$ cat src/rtl/spc_ram.sv
// Generic simple dual-port RAM with registered read data.
module spc_ram #(
    parameter int WIDTH = 8,
    parameter int DEPTH = 32
) (
    input  logic                     clk,
    input  logic                     we,
    input  logic [$clog2(DEPTH)-1:0] waddr,
    input  logic [WIDTH-1:0]         wdata,
    input  logic                     re,
    input  logic [$clog2(DEPTH)-1:0] raddr,
    output logic [WIDTH-1:0]         rdata
);

    logic [WIDTH-1:0] mem [DEPTH];

    // write port and registered read port; read data holds when idle
    always_ff @(posedge clk) begin
        if (we) begin
            mem[waddr] <= wdata;
        end
        if (re) begin
            rdata <= mem[raddr];
        end
    end

endmodule

$ cat config.mk
export PLATFORM = sky130hd
export DESIGN_NAME = spc_ram
export DESIGN_NICKNAME = d
export VERILOG_FILES = /design/src/rtl/spc_ram.sv
export SDC_FILE = /design/constraint.sdc
export NUM_CORES = 1
export LEC_CHECK = 0
export BUFFER_PORTS_ARGS = -buffer_cell sky130_fd_sc_hd__buf_4
export CAP_MARGIN = 10
export CORE_MARGIN = 4
export CORE_UTILIZATION = 58
export CTS_CLUSTER_SIZE = 14
export DETAILED_ROUTE_END_ITERATION = 6
export MAX_ROUTING_LAYER = met4
export PLACE_DENSITY = 0.75
export SYNTH_ARGS = -nofsm -noshare
export SYNTH_HDL_FRONTEND = slang
export SYNTH_SLANG_ARGS = --single-unit
$ cat constraint.sdc
create_clock -name clk -period 3.34 [get_ports clk]
set_input_delay 0.668 -clock clk [delete_from_list [all_inputs] [get_ports clk]]
set_output_delay 0.668 -clock clk [all_outputs]
set_load 0.01 [all_outputs]
Word level (Yosys, flattened, before mapping)
Memory sizes are Yosys's and may differ from the RTL's. A register that Yosys moved wholly into a read port is not among the register bits.
Cells that the tools add are included.
{"block": "op_classes", "mux": 2}
{"op": "2-to-1 mux 1 bit", "n": 2}
{"block": "word_totals", "register_bits": 0, "ram_bits": 256, "inputBits": 21, "out_inout_bits": 8, "memories": 1}
{"memory": "mem", "depth": 32, "width": 8, "read_ports": 1, "rd_ports_with_merged_regs": 1, "write_ports": 1, "line_no": "15", "rtl": "logic [WIDTH-1:0] mem [DEPTH];"}

Logic depth before layout (Yosys ltp)
Gate-level depths: netlist (run 1).
{"block": "depth", "ltp_word": 2, "ltp_mapped": 5, "mapped_depth_nobuf": 3}

Least setup slack after synthesis (run 1)
OpenSTA, ideal clock, no wires.
{"block": "synth_path", "kind": "input-to-reg", "startpoint": "input raddr[2]", "endpoint": "register rdata[0], read port of mem, data pin", "arrival_ns": 2.350, "setup_slack_ns": 0.730, "cell_stages": 5, "path_buffers": 2, "path_cell_list": "clkbuf_1 clkbuf_1 mux4_2 mux4_2 mux2_2"}
{"element": "start, declared", "line_no": "11", "rtl": "input logic [$clog2(DEPTH)-1:0] raddr,"}
{"element": "end, declared", "line_no": "12", "rtl": "output logic [WIDTH-1:0] rdata"}

==> results of run 1 <==
[layout by cell type (no fill, tap or decap), drive strengths merged, types with 2 or more instances in the layout]
cell type and count:
or3b 3, edfxtp 264, nand3 2, mux2 8, clkbuf 32, mux4 80
clkinv 5, buf 37, nor2 33, nand3b 5
[worst max-delay path, stage by stage]
cell	delay (ps)
buf_4	280
buf_12	240
mux4_2	570
mux4_2	550
mux2_2	300
[stage by stage]
step | setup slack, ps | instance area (µm²)
floorplan | 730 | 10100
global placement | 432 | 10600
detailed placement | 415 | 10600
CTS | 946 | 11400
global route | 877 | 11400
finish | 952 | 11400
[synth_stat cells]
master / count
or3_1: 1
buf_2: 1
clkbuf_1: 6
edfxtp_1: 264
buf_4: 6
nand2_1: 1
nor2_1: 33
or3b_2: 3
nand3b_1: 5
mux2_2: 8
nand3_1: 2
buf_1: 6
mux4_2: 80
buf_6: 1
[routing by layer]
layer	up-vias	GRT usage, %
li1	1864	-
met5	-	-
met2	179	32.5
met4	0	5.25
met3	26	3.72
met1	2406	31.5
[report_power, final]
part	internal [mW]	switching, mW	leakage [nW]
sequential	3.70	0.0140	2.38
combinational	0.164	0.193	0.797
clock	1.43	1.07	0.341
[state kept, by name (all words and copies together), names as in the netlist]
register	cells
mem	256
rdata	8
[kinds of logic after synthesis]
family | Yosys count | share of synthesized area (%)
buf+inv | 20 | 1.05
flops | 264 | 78.2
mux | 88 | 18.7
simple gates | 45 | 2.05
[cell type report]
| class | count | area (µm²) |
|---|---|---|
| Clock buffer | 32 | 652 |
| Clock inverter | 6 | 50.0 |
| Multi-Input combinational cell | 133 | 2100 |
| Tap cell | 225 | 282 |
| Timing Repair Buffer | 37 | 340 |
| Sequential cell | 264 | 7930 |
| Fill cell | 1048 | 5890 |
[path summary, 6_finish.rpt]
kind,start,to,cells after the start,slack (ps)
setup / recovery,raddr[0],rdata[1],5,950
hold reg to reg,mem[24][2],rdata[2],3,980
hold / removal,re,rdata[2],1,470
setup reg to reg,mem[13][1],rdata[1],3,1350
==> results.sh, run 1 <==
export IMPL_finClkSkew_ps=15.8
export IMPL_max_slew_margin_pct=39.1
export IMPL_start_kind="primary input"
export IMPL_ioPinCount=29
export IMPL_start_util_pct=58.8
export IMPL_arrival_ps=2630
export IMPL_utilization_pct=65.9
export IMPL_die_area_mm2=0.0197
export IMPL_rows=48
export IMPL_cellPowerDensity_mw_per_mm2=579
export IMPL_detail_route_antenna_nets=0
export IMPL_cp_required_ps=3590
export IMPL_synth_seq_area_share_pct=78.2
export IMPL_hpwlAfterDp_mm=12.0
export IMPL_detail_route_drc_violations=0
export IMPL_clkSinkCount=264
export IMPL_finalSetupViolations=0
export IMPL_grt_pass1_wl_mm=30.1
export IMPL_clkTransAtPathRegs_ps=60
export IMPL_first_pass_iters=5
export IMPL_path_max_fanout=19
export IMPL_portBuffers=28
export IMPL_max_freq_mhz=419
export IMPL_fp_dieH_um=140
export IMPL_antenna_found_initial=0
export IMPL_drt_met1_wl_mm=8.32
export IMPL_cts_repair_resize_count=0
export IMPL_cts_root_buf="clkbuf_16"
export IMPL_drive_gt1_share_pct=32.8
export IMPL_outcome="completed"
export IMPL_worstSetupPathType="primary input to register"
export IMPL_drv_slew=0
export IMPL_track_usage_pct=21.5
export IMPL_syn_num_nets=438
export IMPL_min_path_type="primary input to register"
export IMPL_stdcell_count=697
export IMPL_vdd_ir_drop_max_mv=0.396
export IMPL_synth_top_cell_area_share_pct=78.2
export IMPL_holdWs_ps=468
export IMPL_cts_tree="built"
export IMPL_ys_warnings_count=0
export IMPL_leakage_nw=3.52
export IMPL_coreArea_mm2=0.0172
export IMPL_synth_top_cells_by_area="edfxtp_1 (78%), mux4_2 (18%), nor2_1 (1.2%), mux2_2 (0.89%), buf_4 (0.44%)"
export IMPL_post_cts_buffers=0
export IMPL_grt_pass1_vias=4629
export IMPL_clk_path_buf_depth=3
export IMPL_drt_iter0_drc=523
export IMPL_diodes=0
export IMPL_hold_viol=0
export IMPL_dr_total_vias=4475
export IMPL_cp_end_kind="register"
export IMPL_rsz0062_at_grt="false"
export IMPL_die_x_um=140
export IMPL_yosysTopAreaCell="edfxtp_1"
export IMPL_routabilityCongestion=0.772
export IMPL_top_layer_used="met4"
export IMPL_totalPowerFinal_mw=6.57
export IMPL_cts_max_level=1
export IMPL_dp_cells=659
export IMPL_clkLatencyLatePin_ps=510
export IMPL_post_route_period_util_pct=71.5
export IMPL_drv_cap=0
export IMPL_syn_inst=417
export IMPL_syn_area_mm2=0.0101
export IMPL_synth_seq_cells=264
export IMPL_worstMarginPinSlew_ps=910
export IMPL_wirelength_mm=19.6
export IMPL_grt_max_degree=33
export IMPL_viasPerCell=6.42
export IMPL_area_growth_pct=12.0
export IMPL_yosysUniqueCellTypes=14
export IMPL_min_period_ps=2390
export IMPL_wl_met3_mm=1.19
export IMPL_syn_area_per_cell_um2=24.3
export IMPL_nNetsFinal=482
export IMPL_cts_buffers=25
export IMPL_gr_total_overflow=0
export IMPL_wl_met2_mm=9.73
export IMPL_wl_per_cell_um=28.2
export IMPL_ctsHoldBuffers=0
export IMPL_setup_tns_ps=0
Note: power is estimated with default switching activity, not from simulation.
==> inputs of run 2 (changes only) <==
- ABC_AREA: default -> 1
- clock period: 3.34 -> 2.39 ns (I/O delays scaled with it)
==> results.sh, run 2 <==
export IMPL_outcome="completed"
export IMPL_post_cts_buffers=0
export IMPL_syn_num_nets=943
export IMPL_synth_cells_most_frequent="nand2_1 (360), edfxtp_1 (264), nand3_1 (204)"
export IMPL_post_route_period_util_pct=68.1
export IMPL_min_path_type="primary input to register"
export IMPL_synth_seq_cells=264
export IMPL_antenna_found_initial=0
export IMPL_synth_top_cells_by_area="edfxtp_1 (73%), nand2_1 (12%), nand3_1 (9.4%), buf_6 (2.5%), nor2_1 (1.1%)"
export IMPL_grt_pass1_vias=6813
export IMPL_detail_route_drc_violations=0
export IMPL_max_slew_margin_pct=60.5
export IMPL_fillerInstances=1295
export IMPL_yosysUniqueCellTypes=11
export IMPL_cts_max_level=1
export IMPL_wl_per_cell_um=19.8
export IMPL_synth_seq_area_share_pct=73.0
export IMPL_cts_repair_resize_count=0
export IMPL_path_max_fanout=1
export IMPL_multi_input_area_mm2=0.00249
export IMPL_finalSetupViolations=0
export IMPL_yosysTopAreaCell="edfxtp_1"
export IMPL_clkTransAtPathRegs_ps=60
export IMPL_cp_end_kind="output pin"
export IMPL_diodes=0
export IMPL_dr_total_vias=6958
export IMPL_totalPowerFinal_mw=10.0
export IMPL_syn_inst=922
export IMPL_yosysMostFrequentCell="nand2_1"
export IMPL_worstMarginPinSlew_ps=590
export IMPL_crit_buf_inv=1
export IMPL_leakage_nw=4.60
export IMPL_die_area_mm2=0.0210
export IMPL_worstSetupPathType="register to output pin"
export IMPL_viasPerCell=5.72
export IMPL_fp_dieH_um=145
export IMPL_routabilityCongestion=0.906
export IMPL_synth_top_cell_area_share_pct=73.0
export IMPL_drv_slew=0
export IMPL_drive_gt1_share_pct=11.4
export IMPL_rows=49
export IMPL_synth_ff_type="edfxtp_1"
export IMPL_start_kind="register"
export IMPL_cp_required_ps=1910
export IMPL_drt_iter0_drc=803
export IMPL_cp_top_family="flip-flops"
export IMPL_first_pass_iters=5
export IMPL_vdd_ir_drop_max_mv=0.769
export IMPL_ys_warnings_count=0
export IMPL_arrival_ps=1150
export IMPL_portBuffers=28
export IMPL_reg_top3="mem: 256 flops, rdata: 8 flops"
export IMPL_final_cell_mix="nand2_1 (360), edfxtp_1 (264), nand3_1 (204), buf_4 (67), nor2_1 (32)"
export IMPL_synthArstFlopShare_pct=0
export IMPL_cts_root_buf="clkbuf_16"
export IMPL_cts_buffers=27
export IMPL_regMostFlops="mem"
export IMPL_slowest_delay_ps=440
export IMPL_cellPowerDensity_mw_per_mm2=823
export IMPL_area_growth_pct=12.3
export IMPL_detail_route_antenna_nets=0
export IMPL_ctsHoldBuffers=0
export IMPL_coreArea_mm2=0.0182
export IMPL_synth_edff_count=264
export IMPL_clkLatencyLatePin_ps=530
export IMPL_hold_viol=0
export IMPL_clkSinkCount=264
export IMPL_start_util_pct=59.7
export IMPL_finClkSkew_ps=7.97
export IMPL_clk_path_buf_depth=3
export IMPL_min_period_ps=1630
export IMPL_die_x_um=145
export IMPL_nNetsFinal=990
export IMPL_gr_total_overflow=0
export IMPL_seq_area_mm2=0.00793
export IMPL_grt_pass1_wl_mm=37.9
export IMPL_track_usage_pct=24.6
export IMPL_crit_slowest_cell="edfxtp_1"
export IMPL_rsz0062_at_grt="false"
export IMPL_ioPinCount=29
export IMPL_largest_reg_flops=256
export IMPL_cts_tree="built"
export IMPL_syn_area_mm2=0.0109
export IMPL_grt_max_degree=76
export IMPL_setup_tns_ps=0
export IMPL_final_common_cell="nand2_1"
export IMPL_hpwlAfterDp_mm=14.0
export IMPL_path_cells="buf_4"
export IMPL_syn_area_per_cell_um2=11.8
export IMPL_drv_cap=0
export IMPL_max_freq_mhz=614
export IMPL_wirelength_mm=24.1
## run 2: stage by stage
step	utilization, %	setup WS, ps	area [µm²]	hold slack (ps)	std cells
6_report	67.0	762	12200	265	1216
5_1_grt	67.0	721	12200	258	1216
4_1_cts	67.0	756	12200	251	1216
3_5_place_dp	62.1	395	11300	795	1169
3_3_place_gp	62.1	419	11300	790	1169
2_1_floorplan	-	878	10900	577	922
## run 2: layout make-up
cell class,instances,share of cell area [%]
Sequential cell,264,65.0
Multi-Input combinational cell,596,20.4
Clock buffer,29,5.60
Timing Repair Buffer,70,4.61
Tap cell,229,2.35
Clock inverter,18,1.75
Inverter,10,0.318
## run 2: path summary, 6_finish.rpt
path | from | end | slack [ps] | cells after the start
min | re | rdata[3] | 260 | 1
min reg2reg | mem[14][3] | rdata[3] | 880 | 8
max reg2reg | mem[29][4] | rdata[4] | 1090 | 8
max | rdata[4] | rdata[4] | 760 | 1
## run 2: per-layer routing
layer  routed length, µm  vias up  track usage (%)  share of wire, %
met1               10200     3334             35.0                42
met2               11600      281             38.3                48
li1                    -     3295                -                 -
met3                1810       48             3.52               7.5
met4                 605        0             6.09               2.5
met5                   0        -                -                 0
## run 2: kinds of logic (layout without fill, tap and decap cells)
family / count (synthesis) / in the layout / synth area share (%)
DFF: 264 / 264 / 73.0
and+or+nand+nor: 596 / 596 / 22.9
buffers and inverters: 62 / 127 / 4.11
## run 2: power breakdown
part / total, mW / internal [mW] / switching, mW / leakage [nW]
combinational: 0.607 / 0.174 / 0.434 / 1.77
sequential: 5.19 / 5.17 / 0.0202 / 2.39
clock: 4.26 / 2.59 / 1.67 / 0.447
total: 10.0 / 7.93 / 2.12 / 4.60
## run 2: worst register-to-register path, cell delays in order, from the launching register on
cell and delay (ps):
edfxtp_1 350, nand2_1 70, nand3_1 90, nand3_1 150, nand2_1 80, nand2_1 70
nand2_1 60, nand2_1 110, nand2_1 70
