File: config.mk
export PLATFORM = sky130hd
export DESIGN_NAME = spc_touch
export DESIGN_NICKNAME = d
export VERILOG_FILES = /design/src/rtl/spc_pkg.sv /design/src/rtl/spc_touch.sv
export SDC_FILE = /design/constraint.sdc
export NUM_CORES = 2
export LEC_CHECK = 0
export BUFFER_PORTS_ARGS = -buffer_cell sky130_fd_sc_hd__buf_2
export CORE_MARGIN = 10
export CORE_UTILIZATION = 40
export CTS_CLUSTER_DIAMETER = 100
export DETAILED_ROUTE_END_ITERATION = 8
export PLACE_DENSITY = 0.59
export SYNTH_ARGS = -nofsm -noshare
export SYNTH_HDL_FRONTEND = slang
export SYNTH_SLANG_ARGS = --single-unit
File: constraint.sdc
create_clock -name aclk -period 10.7 [get_ports aclk]
set_input_delay 2.14 -clock aclk [delete_from_list [all_inputs] [get_ports aclk]]
set_output_delay 2.14 -clock aclk [all_outputs]
set_load 0.02 [all_outputs]
File: src/rtl/spc_pkg.sv
// Shared types and constants for the sphere proximity clustering block.
package spc_pkg;

    localparam int MAX_SPHERES = 32;
    localparam int IDX_W       = $clog2(MAX_SPHERES);
    localparam int CNT_W       = $clog2(MAX_SPHERES + 1);

    localparam int COORD_W   = 16;
    localparam int RADIUS_W  = 15;
    localparam int GAP_W     = 15;
    localparam int OUT_IDX_W = 5;
    localparam int SPHERE_W  = 3 * COORD_W + RADIUS_W;

    // reach = r_a + r_b + gap needs two extra bits
    localparam int REACH_W = RADIUS_W + 2;
    localparam int SQ_W    = 2 * COORD_W;
    // both the sum of three squares and reach squared fit here
    localparam int DIST_W  = 2 * REACH_W;

    localparam int S_DATA_W = 64;
    localparam int M_DATA_W = 16;
    localparam int M_USER_W = 2;

    localparam logic CMD_LOAD = 1'b0;
    localparam logic CMD_RUN  = 1'b1;

    typedef struct packed {
        logic [RADIUS_W-1:0]       r;
        logic signed [COORD_W-1:0] z;
        logic signed [COORD_W-1:0] y;
        logic signed [COORD_W-1:0] x;
    } sphere_t;

    typedef struct packed {
        logic valid;
        logic hit;
    } touch_res_t;

endpackage

File: src/rtl/spc_touch.sv
// Three-stage exact integer sphere contact test.
module spc_touch (
    input  logic                      aclk,
    input  logic                      aresetn,
    input  logic                      start,
    input  spc_pkg::sphere_t          sph_a,
    input  spc_pkg::sphere_t          sph_b,
    input  logic [spc_pkg::GAP_W-1:0] gap,
    output spc_pkg::touch_res_t       res
);

    localparam int DIFF_W = spc_pkg::COORD_W + 1;

    logic                              v0_reg, v1_reg, v2_reg;
    logic signed [DIFF_W-1:0]          dx_reg, dy_reg, dz_reg;
    logic [spc_pkg::REACH_W-1:0]       reach_reg;
    logic [spc_pkg::SQ_W-1:0]          sqx_reg, sqy_reg, sqz_reg;
    logic [spc_pkg::DIST_W-1:0]        reach_sq_reg;
    logic                              hit_reg;
    logic [DIFF_W-1:0]                 mx, my, mz;
    logic [spc_pkg::DIST_W-1:0]        dist_sq;

    // magnitudes of the differences
    always_comb begin
        mx = dx_reg[DIFF_W-1] ? DIFF_W'(-dx_reg) : DIFF_W'(dx_reg);
        my = dy_reg[DIFF_W-1] ? DIFF_W'(-dy_reg) : DIFF_W'(dy_reg);
        mz = dz_reg[DIFF_W-1] ? DIFF_W'(-dz_reg) : DIFF_W'(dz_reg);
        dist_sq = spc_pkg::DIST_W'(sqx_reg) + spc_pkg::DIST_W'(sqy_reg)
                + spc_pkg::DIST_W'(sqz_reg);
    end

    // advance the valid bits
    always_ff @(posedge aclk) begin
        if (!aresetn) begin
            v0_reg <= 1'b0;
            v1_reg <= 1'b0;
            v2_reg <= 1'b0;
        end else begin
            v0_reg <= start;
            v1_reg <= v0_reg;
            v2_reg <= v1_reg;
        end
    end

    // stage 0: differences and reach; stage 1: squares; stage 2: compare
    always_ff @(posedge aclk) begin
        dx_reg    <= DIFF_W'(sph_a.x) - DIFF_W'(sph_b.x);
        dy_reg    <= DIFF_W'(sph_a.y) - DIFF_W'(sph_b.y);
        dz_reg    <= DIFF_W'(sph_a.z) - DIFF_W'(sph_b.z);
        reach_reg <= spc_pkg::REACH_W'(sph_a.r) + spc_pkg::REACH_W'(sph_b.r)
                   + spc_pkg::REACH_W'(gap);

        sqx_reg      <= mx[spc_pkg::COORD_W-1:0] * mx[spc_pkg::COORD_W-1:0];
        sqy_reg      <= my[spc_pkg::COORD_W-1:0] * my[spc_pkg::COORD_W-1:0];
        sqz_reg      <= mz[spc_pkg::COORD_W-1:0] * mz[spc_pkg::COORD_W-1:0];
        reach_sq_reg <= spc_pkg::DIST_W'(reach_reg) * spc_pkg::DIST_W'(reach_reg);

        hit_reg <= (dist_sq <= reach_sq_reg);
    end

    assign res.valid = v2_reg;
    assign res.hit   = hit_reg;

endmodule

== Word-level counts from Yosys, hierarchy flattened ==
Index checks and enable logic that the tools add are counted.
Widths: inputs -> output; s select.

* Register bits after elaboration: 202
* Output and inout bits: 2
* Logic and storage cells: 30

* Add/sub/neg operators: 10
* Multipliers: 4
* $lt $le $gt $ge: 1
* Muxes and demuxes: 3

{| class="wikitable"
|+ Operators by type and width
! cell !! count
|-
| $mul 16x16->32 || 3
|-
| $sub 16x16->17 || 3
|-
| $mux 16 || 3
|-
| $neg 16->16 || 3
|-
| $add 33x32->34 || 1
|-
| $le 34x34->1 || 1
|-
| $mul 17x17->34 || 1
|-
| $add 32x32->33 || 1
|-
| $add 16x15->17 || 1
|-
| $add 15x15->16 || 1
|}

== Logic depth before layout (Yosys ltp) ==
* Depth in word-level cells: 3
* Gate-level depth with buffers: 33

== Worst setup path before layout ==
Ideal clock, no wire load.

* Kind: register -> register
* Start point: register dy_reg[0]
* End point: register sqy_reg[30] in the netlist's numbering
* Setup time: 0.122 ns
* Arrival time: 7.635 ns
* Slack: 2.943 ns
* Cell stages (with the launch flop): 30
* Period minus slack after synthesis: 7.757 ns
* Cells stage by stage: dfxtp_1 clkinv_1 clkbuf_1 ha_1 nand2b_1 or4_1 o31ai_1 xor2_1 clkinv_1 nand2_1 inv_1 fa_1 inv_1 fa_1 inv_1 fa_1 inv_1 fa_1 inv_1 fa_1 fa_1 ha_1 a21o_1 a21o_1 a21oi_1 o21ai_1 a31oi_1 o31ai_1 nor3b_1 a311o_1

* Word-level cells in the longest chain between the ends: 3

{| class="wikitable"
|+ RTL lines
! item !! RTL line !! text
|-
| start, declared || spc_touch.sv:15 || <nowiki>logic signed [DIFF_W-1:0] dx_reg, dy_reg, dz_reg;</nowiki>
|-
| start signal, assigned || spc_touch.sv:48 || <nowiki>dy_reg <= DIFF_W'(sph_a.y) - DIFF_W'(sph_b.y);</nowiki>
|-
| $neg 16->16 || spc_touch.sv:26 || <nowiki>my = dy_reg[DIFF_W-1] ? DIFF_W'(-dy_reg) : DIFF_W'(dy_reg);</nowiki>
|-
| $mux 16 (*) || spc_touch.sv:26 ||
|-
| $mul 16x16->32 (*) || spc_touch.sv:54 || <nowiki>sqy_reg <= my[spc_pkg::COORD_W-1:0] * my[spc_pkg::COORD_W-1:0];</nowiki>
|-
| end signal, assigned || spc_touch.sv:54 ||
|-
| end, declared || spc_touch.sv:17 || <nowiki>logic [spc_pkg::SQ_W-1:0] sqx_reg, sqy_reg, sqz_reg;</nowiki>
|}

Every way passes the cells marked *; elsewhere a longest branch is shown, timed or not.
A chain may end at the register's enable or synchronous reset.

== Worst setup path in the final report ==
* Start point: register dx_reg[0]
* End point: register sqx_reg[30] in the netlist's numbering

* Word-level cells in the longest chain between the ends: 3

{| class="wikitable"
|+ RTL lines
! item !! RTL line !! text
|-
| start, declared || spc_touch.sv:15 ||
|-
| start signal, assigned || spc_touch.sv:47 || <nowiki>dx_reg <= DIFF_W'(sph_a.x) - DIFF_W'(sph_b.x);</nowiki>
|-
| $neg 16->16 || spc_touch.sv:25 || <nowiki>mx = dx_reg[DIFF_W-1] ? DIFF_W'(-dx_reg) : DIFF_W'(dx_reg);</nowiki>
|-
| $mux 16 (*) || spc_touch.sv:25 ||
|-
| $mul 16x16->32 (*) || spc_touch.sv:53 || <nowiki>sqx_reg <= mx[spc_pkg::COORD_W-1:0] * mx[spc_pkg::COORD_W-1:0];</nowiki>
|-
| end signal, assigned || spc_touch.sv:53 ||
|-
| end, declared || spc_touch.sv:17 ||
|}

Marks and branches as above.

==> results by group <==
Detailed routing
  – DR vias: 28,800
  – Drt wl/cell: 15.9 um
  – Final wirelength: 93,000 um
  – Vias per Instance: 4.92
  – DRT Pass-1 Iters: 5
  – Antenna-violating nets left: 0
  – 1st-iter DRT viols: 1,442
  – Drt drc: 0

Timing
  – Worst slew pin tran: 1200 ps
  – Period utilization: 86.2%
  – Final setup viols: 0
  – Final Hold Vio Count: 0
  – Achievable Freq: 0.108 GHz
  – RSZ-0062 raised after global routing: no
  – Minimum clock period: 9220 ps
  – Post-Route Setup TNS: 0 ps
  – Max Clock Skew: 28.4 ps
  – Max Slew Vio Count: 0
  – Max-slew headroom: 19.8%

Flow run
  – Number of max-cap violations: 0

Yosys
  – Ys async rst share: 0%
  – Leading cell type by number of instances after synthesis: inv_1
  – Primary FF master, synth: dfxtp_1
  – Syn_area_per_cell: 9.01 um^2
  – Synth area leaders: fa_1, ha_1, inv_1
  – Seq cells post-synth: 198
  – Sequential element share of the synthesized area: 9.92%
  – Syn Std Cell Area: 0.0399 mm^2
  – Top post-synthesis cells by count: inv_1, fa_1, ha_1
  – Number of distinct library cells after synthesis: 83
  – Post-synth top area cell: fa_1
  – Area fraction of the dominant cell type after synthesis: 36.5%
  – Post-synth EDFFs: 0
  – Syn Inst Count: 4,435
  – Yosys Warn Count: 0

Floorplan
  – Row count: 115
  – Die X: 336 um
  – Die Area: 0.113 mm^2
  – Die height: 336 um
  – Initial Util: 40.5%
  – Top Ports: 146
  – Core area: 0.0987 mm^2

Cells and area
  – Final Util: 43.3%
  – Fin area: 0.0427 mm^2
  – # nets final: 5,942
  – Fillers: 9,802
  – Layout cells sized above 1: 5.33%
  – Ant diodes: 0
  – Area delta synth->final: 7.01%
  – Max reg flops: 33

Place
  – HPWL Detailed: 80,300 um
  – Port bufs: 145
  – Placed cell area: 0.0421 mm^2
  – GPL Wtd Cong: 0.872

Clocking
  – Hold_buf cts: 0
  – Clk sinks: 198
  – Post-CTS setup buffers: 0
  – Number of H-tree levels: 4
  – Root Buffer: clkbuf_16
  – Max clock buf depth: 2
  – Post-cts sizing count: 0
  – CTS tree: built
  – Clk Latency, worst-skew pair: 530 ps
  – Clock-pin slew on the worst setup and hold paths: 80 ps
  – CTS Buf Count: 17

Worst setup path
  – Critical path fanouts, max: 19
  – Flop2flop setup slack: 1480 ps
  – WS Path Type: reg2reg
  – Reg2Reg Depth: 27
  – Worst EP arrival: 9610 ps
  – Critical Path Start: dx_reg[0]
  – Worst Setup EP: sqx_reg[30]
  – Crit Reg-Reg Endpoint: sqx_reg[30]
  – Worst setup EP type: register
  – Critical path required time: 11,090 ps
  – RR Startpoint: dx_reg[0]
  – Critical Path Start Type: register

Global routing
  – Global-route wire length before repair: 157,000 um
  – Vias in the first global route: 31,000
  – GRT overflow: 0
  – Gr usage total: 17.2%
  – Antenna violations before repair: 0
  – Maximum number of pins on one net before global-route repair: 21

Min path
  – HP Class: reg2reg
  – Hold depth: 0

Status
  – Run status: finished, final reports clean
[cell families after synthesis]
logic type | synth area share, %
compound gates | 9.16
fa+ha+maj | 53.0
other cells | 0.0188
mux | 0.0532
flops | 9.92
simple gates | 10.8
buf+inv | 11.1
xor+xnor | 5.93
[worst min-delay path by stage]
| stage | from | to | slack [ps] |
|---|---|---|---|
| 6_report | dy_reg[0] | sqy_reg[0] | 430 |
| 5_1_grt | v0_reg | v1_reg | 460 |
| 4_1_cts | dy_reg[0] | sqy_reg[0] | 430 |
| 3_5_place_dp | dy_reg[0] | sqy_reg[0] | 420 |
| 3_3_place_gp | dz_reg[0] | sqz_reg[0] | 410 |
| 2_1_floorplan | reach_reg[0] | reach_sq_reg[0] | 330 |
[routing by layer]
| metal | routed length, um | track usage [%] |
|---|---|---|
| met5 | 0 | 0 |
| met4 | 2060 | 4.53 |
| met3 | 4220 | 2.19 |
| met2 | 46100 | 30.0 |
| met1 | 40600 | 22.2 |
[metrics by stage]
stage / worst slack [ps] / std cells / hold slack [ps]
2_1_floorplan: 2940 / 4436 / 329
3_3_place_gp: 1740 / 5812 / 414
3_5_place_dp: 1620 / 5812 / 422
4_1_cts: 1600 / 5844 / 434
5_1_grt: 894 / 5844 / 460
6_report: 1480 / 5844 / 433
[critical path, stage by stage, from the launching register on]
cell and delay [ps]:
dfxtp_1 450, clkinv_1 500, ha_1 450, nand3b_1 110, or2_0 320, o31ai_1 130
xor2_1 920, clkinv_1 630, nand2_1 280, fa_1 480, fa_1 540, inv_1 50
fa_1 480, fa_1 510, fa_1 490, inv_1 50, fa_1 470, inv_1 40
ha_1 350, nand2_1 90, nor2_1 170, nand4_1 110, o32ai_1 640, a31oi_1 260
a21boi_0 260, o21a_1 140, nor2_1 40, xnor2_1 120
[cell type report]
class	instances	area [um^2]	area share, %
clock buffers	19	453	1.06
clock inverters	13	154	0.360
inverters	1101	4130	9.67
multi-input cells	3058	31500	73.8
flip-flops and latches	198	3960	9.27
well taps	1287	1610	3.77
repair buffers	168	898	2.10
[layout by cell type (no fill, tap or decap), types with 6 or more instances in the layout]
master     instances
and2_1            56
a31oi_1           23
nand3_1           32
inv_2             10
o21a_1            16
a21boi_0          16
clkinv_1          14
o21ai_0           92
a211oi_1          13
xor2_1            84
o21bai_1          19
dfxtp_1          198
a21o_1           101
nor3_1            33
nand4_1           27
fa_1             729
inv_1           1077
clkbuf_16         17
nand2b_1          31
nor2b_1           32
ha_1             525
buf_2            145
and3_1            17
a21oi_1          168
nor2_1           314
xnor2_1          177
nand2_1          388
or3_1             16
o211ai_1           9
buf_4             23
o31a_1             6
o31ai_1           16
or2_2              9
Power is left out: the tool's default activity adds up to more than one toggle a clock period on the data nets, which glitch-free logic cannot reach.
